[config.mk]
export PLATFORM = sky130hd
export DESIGN_NAME = hex_text_to_can_frame
export DESIGN_NICKNAME = d
export VERILOG_FILES = /design/src/rtl/core/htc_pkg.sv /design/src/rtl/core/htc_scan.sv /design/src/rtl/core/hex_text_to_can_frame.sv
export SDC_FILE = /design/constraint.sdc
export NUM_CORES = 1
export LEC_CHECK = 0
export BUFFER_PORTS_ARGS = -buffer_cell sky130_fd_sc_hd__clkbuf_2
export CORE_UTILIZATION = 30
export CTS_CLUSTER_DIAMETER = 60
export DETAILED_ROUTE_END_ITERATION = 12
export PLACE_DENSITY = 0.44
export SLEW_MARGIN = 20
export SYNTH_ARGS = -nofsm -noshare
export SYNTH_HDL_FRONTEND = slang
export SYNTH_SLANG_ARGS = --single-unit
[constraint.sdc]
create_clock -name clk -period 13.7 [get_ports clk]
set_clock_uncertainty 0.05 [all_clocks]
set_input_delay 3.425 -clock clk [delete_from_list [all_inputs] [get_ports clk]]
set_output_delay 3.425 -clock clk [all_outputs]
set_load 0.02 [all_outputs]
[src/rtl/core/htc_pkg.sv]
// Package for the hex text to CAN frame converter.
// Holds the scan phase type, default sizes and the character class functions.
// No dependencies.

package htc_pkg;

    // Default line layout.
    localparam int ID_CHARS_DEF   = 8;
    localparam int DATA_BYTES_DEF = 8;

    // Fixed field widths.
    localparam int ID_WIDTH   = 32;
    localparam int BYTE_WIDTH = 8;
    localparam int CHAR_WIDTH = 8;
    localparam int NIB_WIDTH  = 4;
    localparam int OUT_BYTES  = 8;

    // Phases of one hex field scan.
    typedef enum logic [1:0] {
        PHASE_SKIP   = 2'd0,
        PHASE_DIGITS = 2'd1,
        PHASE_STOP   = 2'd2
    } scan_phase_t;

    // Decoded character: hex flag and nibble value.
    typedef struct packed {
        logic                 is_hex;
        logic [NIB_WIDTH-1:0] nib;
    } hex_digit_t;

    // True for tab, line feed, vertical tab, form feed, carriage return and space.
    function automatic logic is_ws(input logic [CHAR_WIDTH-1:0] c);
        is_ws = ((c >= 8'd9) && (c <= 8'd13)) || (c == 8'd32);
    endfunction

    // Hex digit decode for 0-9, A-F and a-f.
    function automatic hex_digit_t hex_nibble(input logic [CHAR_WIDTH-1:0] c);
        hex_digit_t d;
        logic [CHAR_WIDTH-1:0] t;
        d = '0;
        t = '0;
        if ((c >= "0") && (c <= "9"))
        begin
            t = c - 8'("0");
            d.is_hex = 1'b1;
            d.nib = t[NIB_WIDTH-1:0];
        end
        else if ((c >= "A") && (c <= "F"))
        begin
            t = c - 8'("A") + 8'd10;
            d.is_hex = 1'b1;
            d.nib = t[NIB_WIDTH-1:0];
        end
        else if ((c >= "a") && (c <= "f"))
        begin
            t = c - 8'("a") + 8'd10;
            d.is_hex = 1'b1;
            d.nib = t[NIB_WIDTH-1:0];
        end
        hex_nibble = d;
    endfunction

endpackage

[src/rtl/core/htc_scan.sv]
// One step of a hex field scan: skip leading whitespace, take digits, then stop.
// Purely combinational. Depends on htc_pkg.

module htc_scan #(
    parameter int WIDTH = htc_pkg::BYTE_WIDTH
) (
    input  logic [htc_pkg::CHAR_WIDTH-1:0] character,
    input  htc_pkg::scan_phase_t           phase,
    input  logic [WIDTH-1:0]               value,
    output htc_pkg::scan_phase_t           phase_out,
    output logic [WIDTH-1:0]               value_out
);

    htc_pkg::hex_digit_t digit;

    assign digit = htc_pkg::hex_nibble(character);

    // Phase transition and nibble shift-in.
    always_comb
    begin
        phase_out = phase;
        value_out = value;
        case (phase)
            htc_pkg::PHASE_SKIP:
            begin
                if (!htc_pkg::is_ws(character))
                begin
                    if (digit.is_hex)
                    begin
                        value_out = WIDTH'(digit.nib);
                        phase_out = htc_pkg::PHASE_DIGITS;
                    end
                    else
                    begin
                        phase_out = htc_pkg::PHASE_STOP;
                    end
                end
            end
            htc_pkg::PHASE_DIGITS:
            begin
                if (digit.is_hex)
                begin
                    value_out = {value[WIDTH-htc_pkg::NIB_WIDTH-1:0], digit.nib};
                end
                else
                begin
                    phase_out = htc_pkg::PHASE_STOP;
                end
            end
            default:
            begin
                phase_out = phase;
            end
        endcase
    end

endmodule

[src/rtl/core/hex_text_to_can_frame.sv]
// Hex text to CAN frame converter: top level.
// A frame appears on the outputs in the cycle after its end-of-line character is taken.
// Throughput: one character per cycle while char_ready is high; the scan state updates in a single pass.
// A waiting frame stalls only the next end-of-line character, not ordinary ones.
// Reset (asynchronous, active low) clears the scan state and the frame valid flag.
// Depends on htc_pkg and htc_scan.

module hex_text_to_can_frame #(
    parameter int ID_CHARS   = htc_pkg::ID_CHARS_DEF,
    parameter int DATA_BYTES = htc_pkg::DATA_BYTES_DEF
) (
    input  logic                              clk,
    input  logic                              rst_n,
    input  logic                              char_valid,
    output logic                              char_ready,
    input  logic [htc_pkg::CHAR_WIDTH-1:0]    character,
    input  logic                              end_of_line,
    output logic                              frame_valid,
    input  logic                              frame_ready,
    output logic [htc_pkg::ID_WIDTH-1:0]      frame_id,
    output logic [htc_pkg::BYTE_WIDTH-1:0]    byte0,
    output logic [htc_pkg::BYTE_WIDTH-1:0]    byte1,
    output logic [htc_pkg::BYTE_WIDTH-1:0]    byte2,
    output logic [htc_pkg::BYTE_WIDTH-1:0]    byte3,
    output logic [htc_pkg::BYTE_WIDTH-1:0]    byte4,
    output logic [htc_pkg::BYTE_WIDTH-1:0]    byte5,
    output logic [htc_pkg::BYTE_WIDTH-1:0]    byte6,
    output logic [htc_pkg::BYTE_WIDTH-1:0]    byte7
);

    localparam int LAST_POS = ID_CHARS + 2 * DATA_BYTES;
    localparam int POS_W    = $clog2(LAST_POS + 1);
    localparam int IDX_W    = (DATA_BYTES > 1) ? $clog2(DATA_BYTES) : 1;
    localparam logic [POS_W-1:0] ID_POS   = POS_W'(ID_CHARS);
    localparam logic [POS_W-1:0] END_POS  = POS_W'(LAST_POS);
    localparam logic [POS_W-1:0] ID_LAST  = POS_W'(ID_CHARS - 1);

    localparam int BW = htc_pkg::BYTE_WIDTH;
    localparam int IW = htc_pkg::ID_WIDTH;

    // Scan state.
    logic [POS_W-1:0]      pos_reg, pos_next;
    logic                  gap_reg, gap_next;
    logic [IW-1:0]         id_value_reg, id_value_next;
    htc_pkg::scan_phase_t  id_phase_reg, id_phase_next;
    htc_pkg::scan_phase_t  pair_phase_reg, pair_phase_next;
    logic [BW-1:0]         payload_reg [DATA_BYTES];
    logic [BW-1:0]         payload_next [DATA_BYTES];

    // Frame register.
    logic                  frame_valid_reg, frame_valid_next;
    logic [IW-1:0]         frame_id_reg;
    logic [BW-1:0]         frame_bytes_reg [htc_pkg::OUT_BYTES];

    // Values after this character, before the end-of-line clear.
    logic [POS_W-1:0]      pos_step;
    logic                  gap_step;
    logic [IW-1:0]         id_value_step;
    htc_pkg::scan_phase_t  id_phase_step;
    htc_pkg::scan_phase_t  pair_phase_step;
    logic [BW-1:0]         payload_step [DATA_BYTES];

    // Scanner operands.
    logic [POS_W-1:0]      pair_pos;
    logic [IDX_W-1:0]      pair_idx;
    htc_pkg::scan_phase_t  pair_phase_in;
    logic [BW-1:0]         pair_value_in;
    htc_pkg::scan_phase_t  id_phase_out;
    logic [IW-1:0]         id_value_out;
    htc_pkg::scan_phase_t  pair_phase_out;
    logic [BW-1:0]         pair_value_out;

    logic                  char_accept;
    logic                  frame_load;

    // An end-of-line request waits until the frame register is free.
    assign char_ready  = !end_of_line || !frame_valid_reg || frame_ready;
    assign char_accept = char_valid && char_ready;

    // Position within the payload and the byte it belongs to.
    assign pair_pos      = pos_reg - ID_POS;
    assign pair_idx      = pair_pos[IDX_W:1];
    assign pair_phase_in = pair_pos[0] ? pair_phase_reg : htc_pkg::PHASE_SKIP;
    assign pair_value_in = pair_pos[0] ? payload_reg[pair_idx] : '0;

    htc_scan #(
        .WIDTH (IW)
    ) u_id_scan (
        .character (character),
        .phase     (id_phase_reg),
        .value     (id_value_reg),
        .phase_out (id_phase_out),
        .value_out (id_value_out)
    );

    htc_scan #(
        .WIDTH (BW)
    ) u_pair_scan (
        .character (character),
        .phase     (pair_phase_in),
        .value     (pair_value_in),
        .phase_out (pair_phase_out),
        .value_out (pair_value_out)
    );

    // Advance the scan by one character.
    always_comb
    begin
        pos_step        = pos_reg;
        gap_step        = gap_reg;
        id_value_step   = id_value_reg;
        id_phase_step   = id_phase_reg;
        pair_phase_step = pair_phase_reg;
        payload_step    = payload_reg;
        if (pos_reg < ID_POS)
        begin
            id_value_step = id_value_out;
            id_phase_step = id_phase_out;
            pos_step      = pos_reg + POS_W'(1);
            if (pos_reg == ID_LAST)
            begin
                gap_step = 1'b1;
            end
        end
        else if (pos_reg < END_POS)
        begin
            if (!(gap_reg && htc_pkg::is_ws(character)))
            begin
                gap_step               = 1'b0;
                pair_phase_step        = pair_phase_out;
                payload_step[pair_idx] = pair_value_out;
                pos_step               = pos_reg + POS_W'(1);
            end
        end
    end

    // Commit the step, or clear everything at end of line.
    always_comb
    begin
        pos_next        = pos_reg;
        gap_next        = gap_reg;
        id_value_next   = id_value_reg;
        id_phase_next   = id_phase_reg;
        pair_phase_next = pair_phase_reg;
        payload_next    = payload_reg;
        if (char_accept)
        begin
            if (end_of_line)
            begin
                pos_next        = '0;
                gap_next        = 1'b0;
                id_value_next   = '0;
                id_phase_next   = htc_pkg::PHASE_SKIP;
                pair_phase_next = htc_pkg::PHASE_SKIP;
                for (int k = 0; k < DATA_BYTES; k++)
                begin
                    payload_next[k] = '0;
                end
            end
            else
            begin
                pos_next        = pos_step;
                gap_next        = gap_step;
                id_value_next   = id_value_step;
                id_phase_next   = id_phase_step;
                pair_phase_next = pair_phase_step;
                payload_next    = payload_step;
            end
        end
    end

    // A frame is produced only for a nonzero identifier.
    assign frame_load = char_accept && end_of_line && (id_value_step != '0);

    always_comb
    begin
        frame_valid_next = frame_valid_reg;
        if (frame_load)
        begin
            frame_valid_next = 1'b1;
        end
        else if (frame_ready)
        begin
            frame_valid_next = 1'b0;
        end
    end

    // Scan state and frame handshake registers.
    always_ff @(posedge clk or negedge rst_n)
    begin
        if (!rst_n)
        begin
            pos_reg         <= '0;
            gap_reg         <= 1'b0;
            id_value_reg    <= '0;
            id_phase_reg    <= htc_pkg::PHASE_SKIP;
            pair_phase_reg  <= htc_pkg::PHASE_SKIP;
            frame_valid_reg <= 1'b0;
            for (int k = 0; k < DATA_BYTES; k++)
            begin
                payload_reg[k] <= '0;
            end
        end
        else
        begin
            pos_reg         <= pos_next;
            gap_reg         <= gap_next;
            id_value_reg    <= id_value_next;
            id_phase_reg    <= id_phase_next;
            pair_phase_reg  <= pair_phase_next;
            frame_valid_reg <= frame_valid_next;
            payload_reg     <= payload_next;
        end
    end

    // Frame identifier register.
    always_ff @(posedge clk)
    begin
        if (frame_load)
        begin
            frame_id_reg <= id_value_step;
        end
    end

    // Bytes beyond the configured payload are loaded with zero for every frame.
    for (genvar g = 0; g < htc_pkg::OUT_BYTES; g++)
    begin : g_out_byte
        if (g < DATA_BYTES)
        begin : g_used
            always_ff @(posedge clk)
            begin
                if (frame_load)
                begin
                    frame_bytes_reg[g] <= payload_step[g];
                end
            end
        end
        else
        begin : g_unused
            always_ff @(posedge clk)
            begin
                if (frame_load)
                begin
                    frame_bytes_reg[g] <= '0;
                end
            end
        end
    end

    assign frame_valid = frame_valid_reg;
    assign frame_id    = frame_id_reg;
    assign byte0       = frame_bytes_reg[0];
    assign byte1       = frame_bytes_reg[1];
    assign byte2       = frame_bytes_reg[2];
    assign byte3       = frame_bytes_reg[3];
    assign byte4       = frame_bytes_reg[4];
    assign byte5       = frame_bytes_reg[5];
    assign byte6       = frame_bytes_reg[6];
    assign byte7       = frame_bytes_reg[7];

endmodule

==> flow_summary.json, run 1 <==
{
  "status": "completed",
  "fin_nets": 923,
  "ff2ff_setup_slack_ns": 10.14,
  "gp_congestion": 0.790,
  "ant_nets": 0,
  "maxSlewHeadroom": 0.322,
  "grt_busiest_layer": "met1",
  "clkTransAtPathRegs_ns": 0.06,
  "min_period_over_period": 0.594,
  "reg2reg_to": "frame_bytes_reg[0][30]",
  "crit_path_end": "char_ready",
  "final.min_clock_period_ns": 8.14,
  "critPathKind": "in2out",
  "p_leak_nw": 4.48,
  "cts_max_path_buffers": 3,
  "initial_core_util": 0.308,
  "first_iter_violations": 577,
  "track_usage": 0.174,
  "cts_setup_buffers": 0,
  "yosysTopAreaCell": "edfxtp_1",
  "drt-wirelength-per-cell_um": 21.6,
  "firstDrtPassIters": 5,
  "r2r-start": "pos_reg[3]",
  "antennaDiodeCount": 0,
  "final-hold-violation-count": 0,
  "max-cap-violations": 0,
  "die_x_um": 180,
  "ys_seq_area_frac": 0.582,
  "grt_pass1_wl_mm": 43.7,
  "num-fill-cells": 3124,
  "grt-ovfl-total": 0,
  "cts_made_buffers": 24,
  "grt_max_degree": 73,
  "fp.coreArea_um2": 31000,
  "clkLatencyLatePin_ns": 0.52,
  "startpoint_type": "primary input",
  "die_h_um": 180,
  "grt_antenna_before_repair": 0,
  "via_per_inst": 5.32,
  "min_path_type": "reg2reg",
  "p_total_mw": 1.64,
  "synth_top_area_frac": 0.302,
  "die-area_um2": 32600,
  "cts-hold-fix-buffers": 0,
  "endpoint_kind": "primary output",
  "vdd_drop_max_mv": 0.0766,
  "synth_edf_count": 96,
  "cts_max_level": 1,
  "globalRouteMet2Util": 0.248,
  "whs_ns": 0.467,
  "dp.cells": 1274,
  "synth_nets": 828,
  "async_flop_share": 0.527,
  "p_per_area_nw_per_um2": 146,
  "route.vias.total": 7023,
  "crit_start": "end_of_line",
  "cp_max_fo": 16,
  "cts_tree": "built",
  "final_cell_mix": "nand2_1 (146), clkbuf_2 (109), dfrtp_1 (107)",
  "clock.fmax_mhz": 123,
  "synthesis.area_um2": 9550,
  "cts_root_buf": "clkbuf_16",
  "clock_sinks": 203,
  "arrival_ns": 4.67,
  "ctsResizeCount": 0,
  "final_cells": 1319,
  "setup-violations-final": 0,
  "setup-tns-final_ns": 0,
  "worst_pin_slew_ns": 1.01,
  "mostFrequentLayoutCell": "nand2_1",
  "syn_inst": 810,
  "synthTopCellsByArea": "edfxtp_1 (30%), dfrtp_1 (28%), a22o_1 (8.2%)",
  "grtUsageMet3": 0.0271,
  "synthFlopType": "dfrtp_1",
  "ys_warn_count": 0,
  "syn_to_final_growth_pct": 17.5,
  "io_buffers": 110,
  "rows": 64,
  "ff2ff_path_depth": 8,
  "grt_pass1_vias": 6743,
  "rsz0062_at_grt": "no",
  "crit_required_ns": 10.22,
  "drc_errors": 0,
  "synthDistinctLibCells": 86,
  "slew_viol_final": 0,
  "ys_seq_elements": 203,
  "use_met1": 0.274,
  "finalWirelength_mm": 28.5,
  "syn_area_per_cell_um2": 11.8,
  "ios": 111,
  "layout-drive-gt1-share": 0.232,
  "hpwl_mm": 19.3
}
==> layer usage <==
layer / wire length (um) / share of wire / up-vias
li1: - / - / 3280
met1: 14600 / 0.51 / 3502
met2: 12000 / 0.42 / 215
met3: 1520 / 0.053 / 26
met4: 376 / 0.013 / 0
met5: 0 / 0 / -
==> report_power, final <==
part / switching (mW) / total (mW) / internal (mW)
clock network: 0.256 / 0.661 / 0.405
registers: 0.0285 / 0.715 / 0.687
logic: 0.197 / 0.266 / 0.0687
==> worst max-delay path: stages <==
cell      delay (ns)
clkbuf_2        0.32
inv_1           0.34
or2_2           0.40
clkbuf_2        0.17
==> final cells by class <==
type / instances / area, um^2 / share of cell area
multi-input cells: 544 / 3660 / 0.326
inverters: 12 / 45.0 / 0.00402
flip-flops and latches: 203 / 5560 / 0.496
clock inverters: 8 / 101 / 0.00903
clock buffers: 36 / 728 / 0.0649
repair buffers: 120 / 628 / 0.0560
well taps: 396 / 495 / 0.0442
==> kinds of logic (layout without fill, tap and decap cells) <==
family / after synthesis / after routing / synth area share
compound gates: 265 / 265 / 0.207
xor+xnor: 1 / 1 / 0.000917
fa+ha+maj: 6 / 6 / 0.00760
buf+inv: 63 / 176 / 0.0358
flops: 203 / 203 / 0.582
mux: 34 / 34 / 0.0491
simple gates: 238 / 238 / 0.117
==> Yosys cell counts (all sizes together), types with 2 or more instances <==
master,instances
or4b,3
mux2,20
o22a,2
inv,11
edfxtp,96
o211a,2
or3,2
o22ai,6
buf,25
and2,4
a22oi,3
o31ai,2
ha,5
and3,5
a311oi,2
a22o,89
a21oi,18
mux4,7
nor2,22
a221oi,7
nor3,11
a211oi,2
nand2,147
or4,3
nor4,9
nor3b,3
a21o,9
a32o,5
clkbuf,26
o21ai,91
a221o,2
nand2b,5
a31oi,5
nand3,7
dfrtp,107
or2,2
o211ai,4
o311ai,2
or4bb,2
a2111oi,2
nor2b,8
nand4,2
mux2i,7
==> stage by stage <==
step | instance area, um^2 | setup WS (ns) | utilization
2_1_floorplan | 9550 | 3.26 | -
3_3_place_gp | 10400 | 5.62 | 0.335
3_5_place_dp | 10400 | 5.55 | 0.335
4_1_cts | 11200 | 5.55 | 0.362
5_1_grt | 11200 | 5.46 | 0.362
6_report | 11200 | 5.56 | 0.362
==> worst min path at each step <==
stage,from,to,slack (ns),cells past startpoint
floorplan,gap_reg,gap_reg,0.42,2
global placement,payload_reg[59],payload_reg[59],0.46,2
detailed placement,payload_reg[60],payload_reg[60],0.46,1
CTS,payload_reg[60],payload_reg[60],0.47,1
global route,payload_reg[24],payload_reg[24],0.49,1
finish,payload_reg[59],payload_reg[59],0.47,2
Note: power is estimated with default switching activity, not from simulation.
==> inputs of run 2 (changes only) <==
--- a/config.mk
+++ b/config.mk
@@ -9,7 +9,7 @@
 export CORE_UTILIZATION = 30
 export CTS_CLUSTER_DIAMETER = 60
 export DETAILED_ROUTE_END_ITERATION = 12
-export PLACE_DENSITY = 0.44
+export PLACE_DENSITY = 0.45
 export SLEW_MARGIN = 20
 export SYNTH_ARGS = -nofsm -noshare
 export SYNTH_HDL_FRONTEND = slang
==> constraint.sdc (replaced) <==
create_clock -name clk -period 7.05 [get_ports clk]
set_clock_uncertainty 0.05 [all_clocks]
set_input_delay 1.7625 -clock clk [delete_from_list [all_inputs] [get_ports clk]]
set_output_delay 1.7625 -clock clk [all_outputs]
set_load 0.02 [all_outputs]
==> flow_summary.json, run 2 (synthesis results as in run 1) <==
{
  "status": "completed",
  "cts_root_buf": "clkbuf_16",
  "p_leak_nw": 4.40,
  "clkTransAtPathRegs_ns": 0.05,
  "crit_start": "end_of_line",
  "grt-ovfl-total": 0,
  "grt_max_degree": 75,
  "clock_sinks": 203,
  "clkLatencyLatePin_ns": 0.50,
  "p_comb_frac": 0.177,
  "arrival_ns": 3.06,
  "rsz0062_at_grt": "no",
  "internal-power_mw": 2.12,
  "setup-tns-final_ns": 0,
  "crit_chain": "clkbuf_2 -> inv_1 -> or2_2 -> clkbuf_2",
  "hp-start": "payload_reg[41]",
  "cts_tree": "built",
  "p_per_area_nw_per_um2": 274,
  "syn_to_final_growth_pct": 16.0,
  "antennaDiodeCount": 0,
  "final.min_clock_period_ns": 4.87,
  "crit_top_cell": "clkbuf_2",
  "via_per_inst": 5.40,
  "clock.fmax_mhz": 205,
  "final_cell_mix": "nand2_1 (146), clkbuf_2 (109), dfrtp_1 (107)",
  "ant_nets": 0,
  "cts_max_path_buffers": 3,
  "place_ws_ns": 1.79,
  "layout-drive-gt1-share": 0.224,
  "endpoint_kind": "primary output",
  "grt_pass1_wl_mm": 45.1,
  "drt-wirelength-per-cell_um": 22.0,
  "whs_ns": 0.470,
  "r2r-start": "pos_reg[0]",
  "critPathKind": "in2out",
  "initial_core_util": 0.308,
  "clkPwrFrac": 0.368,
  "hpwl_mm": 19.5,
  "gp_congestion": 0.819,
  "swShare": 0.303,
  "first_iter_violations": 596,
  "fin_nets": 920,
  "pwr-share-seq": 0.455,
  "cts_max_level": 1,
  "p_total_mw": 3.03,
  "vdd_drop_max_mv": 0.139,
  "fp.coreArea_um2": 31000,
  "startpoint_type": "primary input",
  "crit_path_end": "char_ready",
  "min_period_over_period": 0.691,
  "path_delay_family": "buffers and inverters",
  "crit_cells": 4,
  "maxSlewHeadroom": 0.306,
  "mostFrequentLayoutCell": "nand2_1",
  "cp_max_fo": 16,
  "ios": 111,
  "grt_antenna_before_repair": 0,
  "crit_slowest_cell": "or2_2",
  "cts_setup_buffers": 0,
  "ff2ff_setup_slack_ns": 3.61,
  "finalWorstSetupSlack_ns": 2.18,
  "track_usage": 0.179,
  "route.vias.total": 7096,
  "min_path_type": "reg2reg",
  "die_x_um": 180,
  "dpl_cell_area_um2": 10400,
  "ff2ff_path_depth": 6,
  "cts_made_buffers": 23,
  "max-cap-violations": 0,
  "final_cell_area_um2": 11100,
  "io_buffers": 110,
  "worst_pin_slew_ns": 1.04,
  "reg2reg_to": "frame_bytes_reg[0][8]",
  "setup-violations-final": 0,
  "slew_viol_final": 0,
  "die_h_um": 180,
  "crit_required_ns": 5.24,
  "p_switching_uw": 919,
  "ctsResizeCount": 0,
  "rows": 64,
  "cp_num_buf_inv": 3,
  "grt_pass1_vias": 7038,
  "final-hold-violation-count": 0,
  "finalWirelength_mm": 29.0,
  "drc_errors": 0,
  "critPathMaxStageDelay_ns": 0.41,
  "die-area_um2": 32600,
  "cts-hold-fix-buffers": 0,
  "firstDrtPassIters": 5
}
[run 2: cell count changes in the layout (fill, tap and decap cells not counted), sizes merged]
cell,delta
clkinv,-1
buf,-2
inv,+1
bufinv,-2
clkbuf,-1
[run 2: worst min-delay path by stage]
stage | end | slack, ns | cells after the start
after floorplan | gap_reg | 0.42 | 2
after global placement | payload_reg[41] | 0.45 | 1
after detailed placement | payload_reg[60] | 0.45 | 1
after CTS | payload_reg[41] | 0.47 | 1
after global routing | payload_reg[41] | 0.48 | 1
final | payload_reg[41] | 0.47 | 1
[run 2: metal layers]
metal | GRT usage | routed length [um]
met1 | 0.274 | 14300
met2 | 0.257 | 12200
met3 | 0.0338 | 1940
met4 | 0.0417 | 510
met5 | 0 | 0
[run 2: final cells by class]
cell class / instances / area (um^2)
fill: 3108 / 19900
sequential: 203 / 5560
multi-input combinational: 544 / 3660
clock buffer: 35 / 661
timing repair buffer: 118 / 626
tap: 396 / 495
inverter: 12 / 45.0
clock inverter: 6 / 36.3
[run 2: power groups by stage]
stage,combinational (mW),clock (mW),sequential [mW]
3_5_place_dp,0.538,0,1.41
6_report,0.536,1.12,1.38
5_1_grt,0.581,1.19,1.39
3_3_place_gp,0.540,0,1.41
2_1_floorplan,0.289,0,1.47
4_1_cts,0.540,1.15,1.38
[run 2: per-stage QoR]
| step | std cells | utilization |
|---|---|---|
| 2_1_floorplan | 810 | - |
| 3_3_place_gp | 1273 | 0.335 |
| 3_5_place_dp | 1273 | 0.335 |
| 4_1_cts | 1314 | 0.358 |
| 5_1_grt | 1314 | 0.358 |
| 6_report | 1314 | 0.358 |
==> inputs of run 3 (changes only) <==
--- a/config.mk
+++ b/config.mk
@@ -9,7 +9,7 @@
 export CORE_UTILIZATION = 30
 export CTS_CLUSTER_DIAMETER = 60
 export DETAILED_ROUTE_END_ITERATION = 12
-export PLACE_DENSITY = 0.45
+export PLACE_DENSITY = 0.44
 export SLEW_MARGIN = 20
 export SYNTH_ARGS = -nofsm -noshare
 export SYNTH_HDL_FRONTEND = slang
==> constraint.sdc (replaced) <==
create_clock -name clk -period 4.99 [get_ports clk]
set_clock_uncertainty 0.05 [all_clocks]
set_input_delay 1.2475 -clock clk [delete_from_list [all_inputs] [get_ports clk]]
set_output_delay 1.2475 -clock clk [all_outputs]
set_load 0.02 [all_outputs]
==> flow_summary.json, run 3 (synthesis results as in run 1) <==
{
  "status": "completed",
  "p_leak_nw": 4.48,
  "initial_core_util": 0.308,
  "grt_pass1_wl_mm": 45.0,
  "drt-wirelength-per-cell_um": 21.9,
  "layout-drive-gt1-share": 0.241,
  "endpoint_kind": "primary output",
  "clkLatencyLatePin_ns": 0.50,
  "crit_slowest_cell": "or2_2",
  "track_usage": 0.179,
  "clkTransAtPathRegs_ns": 0.06,
  "min_path_type": "reg2reg",
  "rows": 64,
  "final_cell_mix": "nand2_1 (146), clkbuf_2 (109), dfrtp_1 (107)",
  "final-hold-violation-count": 0,
  "ff2ff_setup_slack_ns": 1.72,
  "die-area_um2": 32600,
  "first_iter_violations": 561,
  "clock_sinks": 203,
  "max-cap-violations": 0,
  "cp_max_fo": 16,
  "crit_chain": "clkbuf_2 -> inv_1 -> or2_2 -> clkbuf_2",
  "crit_required_ns": 3.69,
  "grt_pass1_vias": 7001,
  "fp.coreArea_um2": 31000,
  "critPathKind": "in2out",
  "cts-hold-fix-buffers": 0,
  "cts_max_path_buffers": 3,
  "p_total_mw": 4.29,
  "arrival_ns": 2.64,
  "clock.fmax_mhz": 254,
  "cts_max_level": 1,
  "die_h_um": 180,
  "die_x_um": 180,
  "grt-ovfl-total": 0,
  "ant_nets": 0,
  "cts_setup_buffers": 0,
  "slew_viol_final": 0,
  "cts_root_buf": "clkbuf_16",
  "mostFrequentLayoutCell": "nand2_1",
  "drc_errors": 0,
  "startpoint_type": "primary input",
  "firstDrtPassIters": 7,
  "gp_congestion": 0.823,
  "p_per_area_nw_per_um2": 382,
  "cts_made_buffers": 23,
  "final.min_clock_period_ns": 3.94,
  "io_buffers": 110,
  "fin_nets": 933,
  "cts_tree": "built",
  "setup-tns-final_ns": 0,
  "ctsResizeCount": 0,
  "min_period_over_period": 0.790,
  "via_per_inst": 5.35,
  "critPathMaxStageDelay_ns": 0.43,
  "rsz0062_at_grt": "no",
  "syn_to_final_growth_pct": 17.3,
  "grt_antenna_before_repair": 0,
  "grt_max_degree": 86,
  "maxSlewHeadroom": 0.277,
  "crit_top_cell": "clkbuf_2",
  "finalWirelength_mm": 29.1,
  "antennaDiodeCount": 0,
  "route.vias.total": 7094,
  "hpwl_mm": 20.2,
  "vdd_drop_max_mv": 0.202,
  "ios": 111,
  "worst_pin_slew_ns": 1.08,
  "setup-violations-final": 0
}
-- run 3: power breakdown --
part	total [mW]	internal [mW]	switching [mW]
clock	1.58	0.907	0.668
combinational	0.722	0.199	0.522
sequential	1.99	1.88	0.104
-- run 3: final timing paths --
kind | start | to | cells after the start
setup / recovery | end_of_line | char_ready | 4
hold / removal | payload_reg[43] | payload_reg[43] | 1
setup reg to reg | pos_reg[3] | payload_reg[16] | 6
hold reg to reg | payload_reg[43] | payload_reg[43] | 1
max in group asynchronous | rst_n | payload_reg[40] | 2
min in group asynchronous | rst_n | frame_valid | 1
-- run 3: layout make-up --
type / instances / area [um^2]
Timing Repair Buffer: 131 / 723
Clock inverter: 8 / 42.5
Fill cell: 3100 / 19800
Inverter: 12 / 47.5
Tap cell: 396 / 495
Sequential cell: 203 / 5560
Multi-Input combinational cell: 544 / 3680
Clock buffer: 33 / 653
-- run 3: routing by layer --
layer,global-route usage,up-vias,part of all wire
met3,0.0267,29,0.055
met4,0.0379,0,0.016
met2,0.253,216,0.42
met1,0.284,3551,0.51
li1,-,3298,-
met5,0,-,0
-- run 3: metrics by stage --
step	std cells	worst slack [ns]	instance area [um^2]	hold slack, ns	util
floorplan	810	0.0132	9590	0.418	-
global placement	1286	0.913	10500	0.458	0.339
detailed placement	1286	0.851	10500	0.462	0.339
CTS	1327	1.05	11200	0.477	0.362
global route	1327	0.980	11200	0.505	0.362
finish	1327	1.05	11200	0.479	0.362
-- run 3: critical path: cells and delay by family --
family / cells / cell delay, ns
buffers and inverters: 3 / 0.95
and+or+nand+nor: 1 / 0.43
